[src/design/bci_pkg.sv]
`default_nettype none
package bci_pkg;

   localparam int MaxPointsDefault = 64;
   localparam int TickWidth        = 32;
   localparam int AmountWidth      = 17;
   localparam int StatusWidth      = 2;
   localparam int CountOutWidth    = 7;
   localparam int NumWidth         = 50;
   localparam int DenWidth         = 33;

   localparam logic [AmountWidth-1:0] AmountOne = 17'd65536;

   localparam logic [1:0] CmdUpsert   = 2'd0;
   localparam logic [1:0] CmdErase    = 2'd1;
   localparam logic [1:0] CmdEvaluate = 2'd2;

   localparam logic [1:0] StatusOk       = 2'd0;
   localparam logic [1:0] StatusInvalid  = 2'd1;
   localparam logic [1:0] StatusFull     = 2'd2;
   localparam logic [1:0] StatusNotFound = 2'd3;

   // Division request from the sequencer to the divider.
   typedef struct packed {
      logic                start;
      logic [NumWidth-1:0] dividend;
      logic [DenWidth-1:0] divisor;
   } div_req_type;

   typedef struct packed {
      logic                done;
      logic [NumWidth-1:0] quotient;
   } div_rsp_type;

endpackage
`default_nettype wire

[src/design/bci_divider.sv]
`default_nettype none
module bci_divider (
   input  wire logic                 clock,
   input  wire logic                 reset,
   input  wire bci_pkg::div_req_type div_req,
   output bci_pkg::div_rsp_type      div_rsp
);
   import bci_pkg::*;

   localparam int StepWidth = $clog2(NumWidth + 1);

   logic [NumWidth-1:0]  quot_ff, quot_in;
   logic [DenWidth:0]    rem_ff, rem_in;
   logic [DenWidth-1:0]  den_ff, den_in;
   logic [StepWidth-1:0] step_ff, step_in;
   logic                 busy_ff, busy_in;
   logic                 done_ff, done_in;
   logic [DenWidth:0]    trial;

   // One restoring division step per cycle, dividend bits shifted in from the top.
   always_comb begin
      quot_in = quot_ff;
      rem_in  = rem_ff;
      den_in  = den_ff;
      step_in = step_ff;
      busy_in = busy_ff;
      done_in = 1'b0;
      trial   = {rem_ff[DenWidth-1:0], quot_ff[NumWidth-1]};
      if (div_req.start) begin
         quot_in = div_req.dividend;
         rem_in  = '0;
         den_in  = div_req.divisor;
         step_in = StepWidth'(NumWidth);
         busy_in = 1'b1;
      end else if (busy_ff) begin
         if (trial >= {1'b0, den_ff}) begin
            rem_in  = trial - {1'b0, den_ff};
            quot_in = {quot_ff[NumWidth-2:0], 1'b1};
         end else begin
            rem_in  = trial;
            quot_in = {quot_ff[NumWidth-2:0], 1'b0};
         end
         step_in = step_ff - 1'b1;
         if (step_ff == StepWidth'(1)) begin
            busy_in = 1'b0;
            done_in = 1'b1;
         end
      end
   end

   always_ff @(posedge clock) begin
      quot_ff <= quot_in;
      rem_ff  <= rem_in;
      den_ff  <= den_in;
      step_ff <= step_in;
      if (reset) begin
         busy_ff <= 1'b0;
         done_ff <= 1'b0;
      end else begin
         busy_ff <= busy_in;
         done_ff <= done_in;
      end
   end

   assign div_rsp.done     = done_ff;
   assign div_rsp.quotient = quot_ff;

   // The unit never reports done while still iterating.
   assert property (@(posedge clock) disable iff (reset) done_ff |-> !busy_ff)
      else $error("divider done while busy");
   // A result is flagged in the cycle after the last step.
   assert property (@(posedge clock) disable iff (reset)
      (busy_ff && step_ff == StepWidth'(1) && !div_req.start) |=> done_ff)
      else $error("divider missed done");
   assert property (@(posedge clock) disable iff (reset) busy_ff |-> step_ff != '0)
      else $error("divider step count underflow");

endmodule
`default_nettype wire

[config.mk]
export PLATFORM = sky130hd
export DESIGN_NAME = bci_divider
export DESIGN_NICKNAME = d
export VERILOG_FILES = /design/src/design/bci_pkg.sv /design/src/design/bci_divider.sv
export SDC_FILE = /design/constraint.sdc
export NUM_CORES = 1
export LEC_CHECK = 0
export BUFFER_PORTS_ARGS = -buffer_cell sky130_fd_sc_hd__buf_4
export CAP_MARGIN = 30
export CORE_MARGIN = 5
export CORE_UTILIZATION = 54
export CTS_BUF_LIST = sky130_fd_sc_hd__clkbuf_4
export DETAILED_ROUTE_END_ITERATION = 8
export PLACE_DENSITY = 0.76
export SETUP_SLACK_MARGIN = 0.2
export SLEW_MARGIN = 20
export SYNTH_ARGS = -nofsm -noshare
export SYNTH_HDL_FRONTEND = slang
export SYNTH_SLANG_ARGS = --single-unit
[constraint.sdc]
create_clock -name clock -period 6.3 [get_ports clock]
set_input_delay 1.26 -clock clock [delete_from_list [all_inputs] [get_ports clock]]
set_output_delay 1.26 -clock clock [all_outputs]
set_load 0.03 [all_outputs]
# --- Word-level counts from Yosys, hierarchy flattened ---
# Index checks and enable logic that the tools add are counted.
totals:
  inputBits: 86
  word_cells: 21
  regBits: 124
  out_inout_bits: 51
op_classes:
  n_bitwise: 1
  n_mux: 8
  eq_ne: 1
  order_cmp: 1
  n_reduce_logical: 2
  add_sub_neg: 2
op_table:
  columns: ["operator", "n"]
  rows:
  - ["50-bit two-way mux", 2]
  - ["34-bit by 33-bit >= comparator with 1-bit output", 1]
  - ["33-bit two-way mux", 1]
  - ["33-bit subtractor", 1]
  - ["6-bit by 1-bit equality test with 1-bit output (second input constant)", 1]
  - ["6-bit by 1-bit subtractor with 6-bit output (second input constant)", 1]
  - ["1-bit two-way mux", 5]
  - ["3-bit OR reduction", 1]
  - ["2-bit nonzero test", 1]
  - ["1-bit NOT", 1]

# --- Logic depth before layout (Yosys ltp) ---
depth:
  word_depth: 4
  depth_mapped: 15
  depth_no_buf: 13

# --- Worst setup path after synthesis ---
# OpenSTA, ideal clock, no wires.
synth_path:
  kind: "register -> register"
  from: "register quot_ff[49]"
  to: "register rem_ff[14]"
  period_less_slack_ps: 3244
  arrival_time_ps: 3116
  setup_time_ps: 128
  slack_ps: 3056
  required_ps: 6172
  path_stages_with_launch: 15
  n_path_buf: 1
  path_cell_list: "edfxtp_1 -> inv_1 -> ha_1 -> inv_1 -> fa_1 -> a21o_1 -> a221o_1 -> a211oi_4 -> a21oi_1 -> o21ai_1 -> nor4b_2 -> buf_4 -> mux2_2 -> mux2i_1 -> nor2_1"
synth_between:
  elab_chain_cells: 2
  word_cells_on_any_way: 3
  classes_between: "1 x add/sub; 1 x order compare; 1 x mux"
synth_lines:
  columns: ["element", "line", "source"]
  rows:
  - ["start: declaration", "bci_divider.sv:12", "logic [NumWidth-1:0] quot_ff, quot_in;"]
  - ["start signal: assignment", "bci_divider.sv:52", "quot_ff <= quot_in;"]
  - ["33-bit subtractor or 34-bit by 33-bit >= comparator with 1-bit output (tied branches)", "bci_divider.sv:37, bci_divider.sv:36", null]
  - ["33-bit two-way mux *", "bci_divider.sv:36", "if (trial >= {1'b0, den_ff}) begin"]
  - ["end signal: assignment", "bci_divider.sv:53", "rem_ff <= rem_in;"]
  - ["end: declaration", "bci_divider.sv:13", "logic [DenWidth:0] rem_ff, rem_in;"]
# Mark *: on every way between the ends. The rest lies on a longest branch, timed or not.
# A chain may end at the register's enable or synchronous reset.

# --- Worst setup path after layout ---
# Same ends and word-level chain as after synthesis.

==> metrics.md <==
| Metric | Value |
|---|---|
| Layout cell share with drive strength beyond 1 | `0.302` |
| Die extent in x | `about 120 um` |
| DIE AREA | `14600 um^2` |
| Unique masters post-synth | `53` |
| Worst slew pin tran | `approximately 0.95 ns` |
| R2r startpoint | `quot_ff[49]` |
| First-pass GRT wire length | `roughly 23 mm` |
| Pwr/cell area | `265 nW/um^2` |
| Antenna cell count | `0` |
| Iteration count of the initial detailed-routing pass | `4` |
| Worst vdd ir | `between 0.2 and 0.25 mV` |
| Initial DRC Count | `207` |
| Reg2reg path depth | `14` |
| Overflow after GRT | `0` |
| WP buf/inv | `3` |
| FP Rows | `40` |
| Yosys top cell by area | `edfxtp_1` |
| Slew Limit Fails | `0` |
| Largest net degree at the start of global routing | `80` |
| Syn_nets | `slightly above 700` |
| Most common cell after layout, fill and taps aside | `buf_4` |
| Final Non-Filler Cells | `898` |
| Mapped Area | `6620 um^2` |
| Clock-pin slew on the worst setup and hold paths | `0.12 ns` |
| #FFs+latches synth | `124` |
| Initial Util | `0.551` |
| CTS tree | `built` |
| Reg power frac | `0.467` |
| Most frequent cell on the critical path | `inv_1` |
| Clock tree root driver cell | `clkbuf_4` |
| Skew-Pair Late Insertion Delay | `0.55 ns` |
| Post-DP HPWL | `10.2 mm` |
| WHS Endpoint | `rem_ff[20]` |
| Critical Path Slowest Stage Cell | `edfxtp_1` |
| Max clock buf depth | `2` |
| Synth top area share | `0.376` |
| Combinational share of power | `0.258` |
| Area delta synth->final | `21.7%` |
| Main area contributors after synthesis | `edfxtp_1, dfxtp_1, mux2_2, ha_1, a21oi_1` |
| Worst endpoint required time | `6.71 ns` |
| Delay of the slowest cell on the worst path | `between 0.4 and 0.5 ns` |
| Delay-heaviest family, CP | `compound AO/OA/AOI/OAI gates` |
| # Post-CTS Setup Buffers | `0` |
| Internal | `1.47 mW` |
| RSZ-0062 raised after global routing | `no` |
| Hold buffers post-CTS | `0` |
| Commonest non-fill, non-tap cells in the layout | `buf_4, edfxtp_1, nor2_1, mux2_2, a21oi_1` |
| FILL cells | `between 900 and 1000` |
| Max Fclk | `0.280 GHz` |
| Initial antenna violation count | `0` |
| CP Max Fanout | `28` |
| Pwr Total | `2.13 mW` |
| Finish-stage setup viols | `0` |
| Fin crit period | `3.57 ns` |
| Die Y | `121 um` |
| Sequential-to-total area share from yosys stat | `0.500` |
| CTS resizes | `0` |
| Switching share of power | `0.310` |
| Worst Hold Class | `reg2reg` |
| CP Launch Type | `register` |
| Ys async rst share | `0` |
| Final ANT Viol Nets | `0` |
| Worst R2R Setup Slack | `2.73 ns` |
| Psw | `around 0.66 mW` |
| Mapped Avg Cell Area | `11.0 um^2` |
| End of the worst register-to-register path | `rem_ff[14]` |
| Clock share of power | `0.275` |
| Mapped Cells | `a little over 600` |
| Core Box Area | `12000 um^2` |
| Input/output buffers | `roughly 140` |
| Avg Vias per Cell | `5.50` |
| Setup tns final | `0 ns` |
| Htree depth | `4` |
| DRC viols | `0` |
| Vias in the first global route | `4988` |
| IO Pins | `between 100 and 150` |
| Leak Pwr | `3.56 nW` |
| Placed cells | `866` |
| Max_cap viols | `0` |
| Worst Hold Depth | `2` |
| Status | `finished clean` |
| Main synth FF type | `edfxtp_1` |
| Worst path cell trace | `inv_1, ha_1, inv_1, fa_1, a21o_1, a221o_1, a211oi_4, a21oi_1, o21ai_1, nor4b_4, buf_4, mux2_2, mux2i_1, nor2_1` |
| Clk sink count | `124` |
| Post-route clock period utilization | `0.567` |
| CP arrival | `3.99 ns` |
| Clk_skew | `0.0152 ns` |
| Post-synth EDFFs | `83` |
| Final #Nets | `860` |
| TritonCTS buffer count | `17` |
| Crit. End Element | `register` |
| Via count | `4939` |
| Final hold vios | `0` |
| Synthesis warning total | `0` |
| Worst hold start | `rem_ff[20]` |
| GRT Total Usage | `0.198` |
| Wirelength per Cell | `15.7 um` |
| Worst Setup Path Type | `reg2reg` |
| WL final | `14.1 mm` |
| Relative slew slack | `0.369` |
| GP Congestion | `0.870` |
-- metrics by stage --
stage	util	cell area (um^2)	hold WS [ns]	setup WS [ns]
finish	0.671	8060	0.495	2.73
global route	0.671	8060	0.505	2.46
CTS	0.671	8060	0.492	2.71
global placement	0.644	7740	0.482	2.74
detailed placement	0.646	7760	0.475	2.77
floorplan	-	6620	0.440	3.06
-- flip-flops by register name, summed over array words and instances (netlist names) --
name / cells
done_ff: 1
busy_ff: 1
rem_ff: 33
step_ff: 6
den_ff: 33
quot_ff: 50
-- tightest hold or removal path, cell delays in order (launching register included) --
cell     delay (ns)
dfxtp_1        0.36
nand2_1        0.06
nand2_1        0.04
-- cell type report --
class | instances | area [um^2] | share of cell area
sequential | 124 | 3310 | 0.411
multi-input combinational | 411 | 3030 | 0.376
timing repair buffer | 141 | 1070 | 0.133
tap | 147 | 184 | 0.0228
clock inverter | 15 | 171 | 0.0213
inverter | 43 | 161 | 0.0200
clock buffer | 17 | 128 | 0.0158
-- logic make-up after synthesis --
family | after synthesis | share of synthesized area
compound gates | 146 | 0.143
xor+xnor | 34 | 0.0450
fa+ha+maj | 36 | 0.0692
buf+inv | 69 | 0.0438
flops | 124 | 0.500
mux | 63 | 0.105
simple gates | 132 | 0.0934
-- Yosys cell counts, drive strengths merged, types with 4 or more instances --
library cell,n
and3,4
mux2,50
a31oi,5
nor2,64
a211oi,26
xnor2,18
buf,14
mux2i,13
nand3,11
xor2,16
o21ai,23
nand2b,9
a21oi,49
clkbuf,12
ha,35
a21o,19
edfxtp,83
inv,43
nor3,6
dfxtp,41
nand2,18
nor2b,5
a32oi,4
-- power by group through the flow --
stage | logic [mW] | registers [mW] | clock network [mW]
2_1_floorplan | 0.324 | 1.07 | 0
3_3_place_gp | 0.536 | 1.01 | 0
3_5_place_dp | 0.552 | 1.01 | 0
4_1_cts | 0.553 | 0.996 | 0.606
5_1_grt | 0.605 | 1.01 | 0.652
6_report | 0.551 | 0.995 | 0.586
-- per-layer routing --
layer	routed length [um]	part of all wire	vias up	GRT usage
li1	-	-	2475	-
met1	5960	0.42	2305	0.234
met2	6660	0.47	137	0.319
met3	1240	0.088	22	0.0912
met4	234	0.017	0	0.0666
met5	0	0	-	0
-- how the worst max path moves through the flow --
stage | from | to | slack [ns] | cells after the start
2_1_floorplan | quot_ff[49] | rem_ff[14] | 3.06 | 14
3_3_place_gp | div_req[83] | quot_ff[1] | 2.74 | 3
3_5_place_dp | quot_ff[49] | rem_ff[14] | 2.77 | 14
4_1_cts | quot_ff[49] | rem_ff[14] | 2.71 | 14
5_1_grt | quot_ff[49] | rem_ff[14] | 2.46 | 14
6_report | quot_ff[49] | rem_ff[14] | 2.73 | 14
No activity file was read; power rests on OpenSTA's default activity.
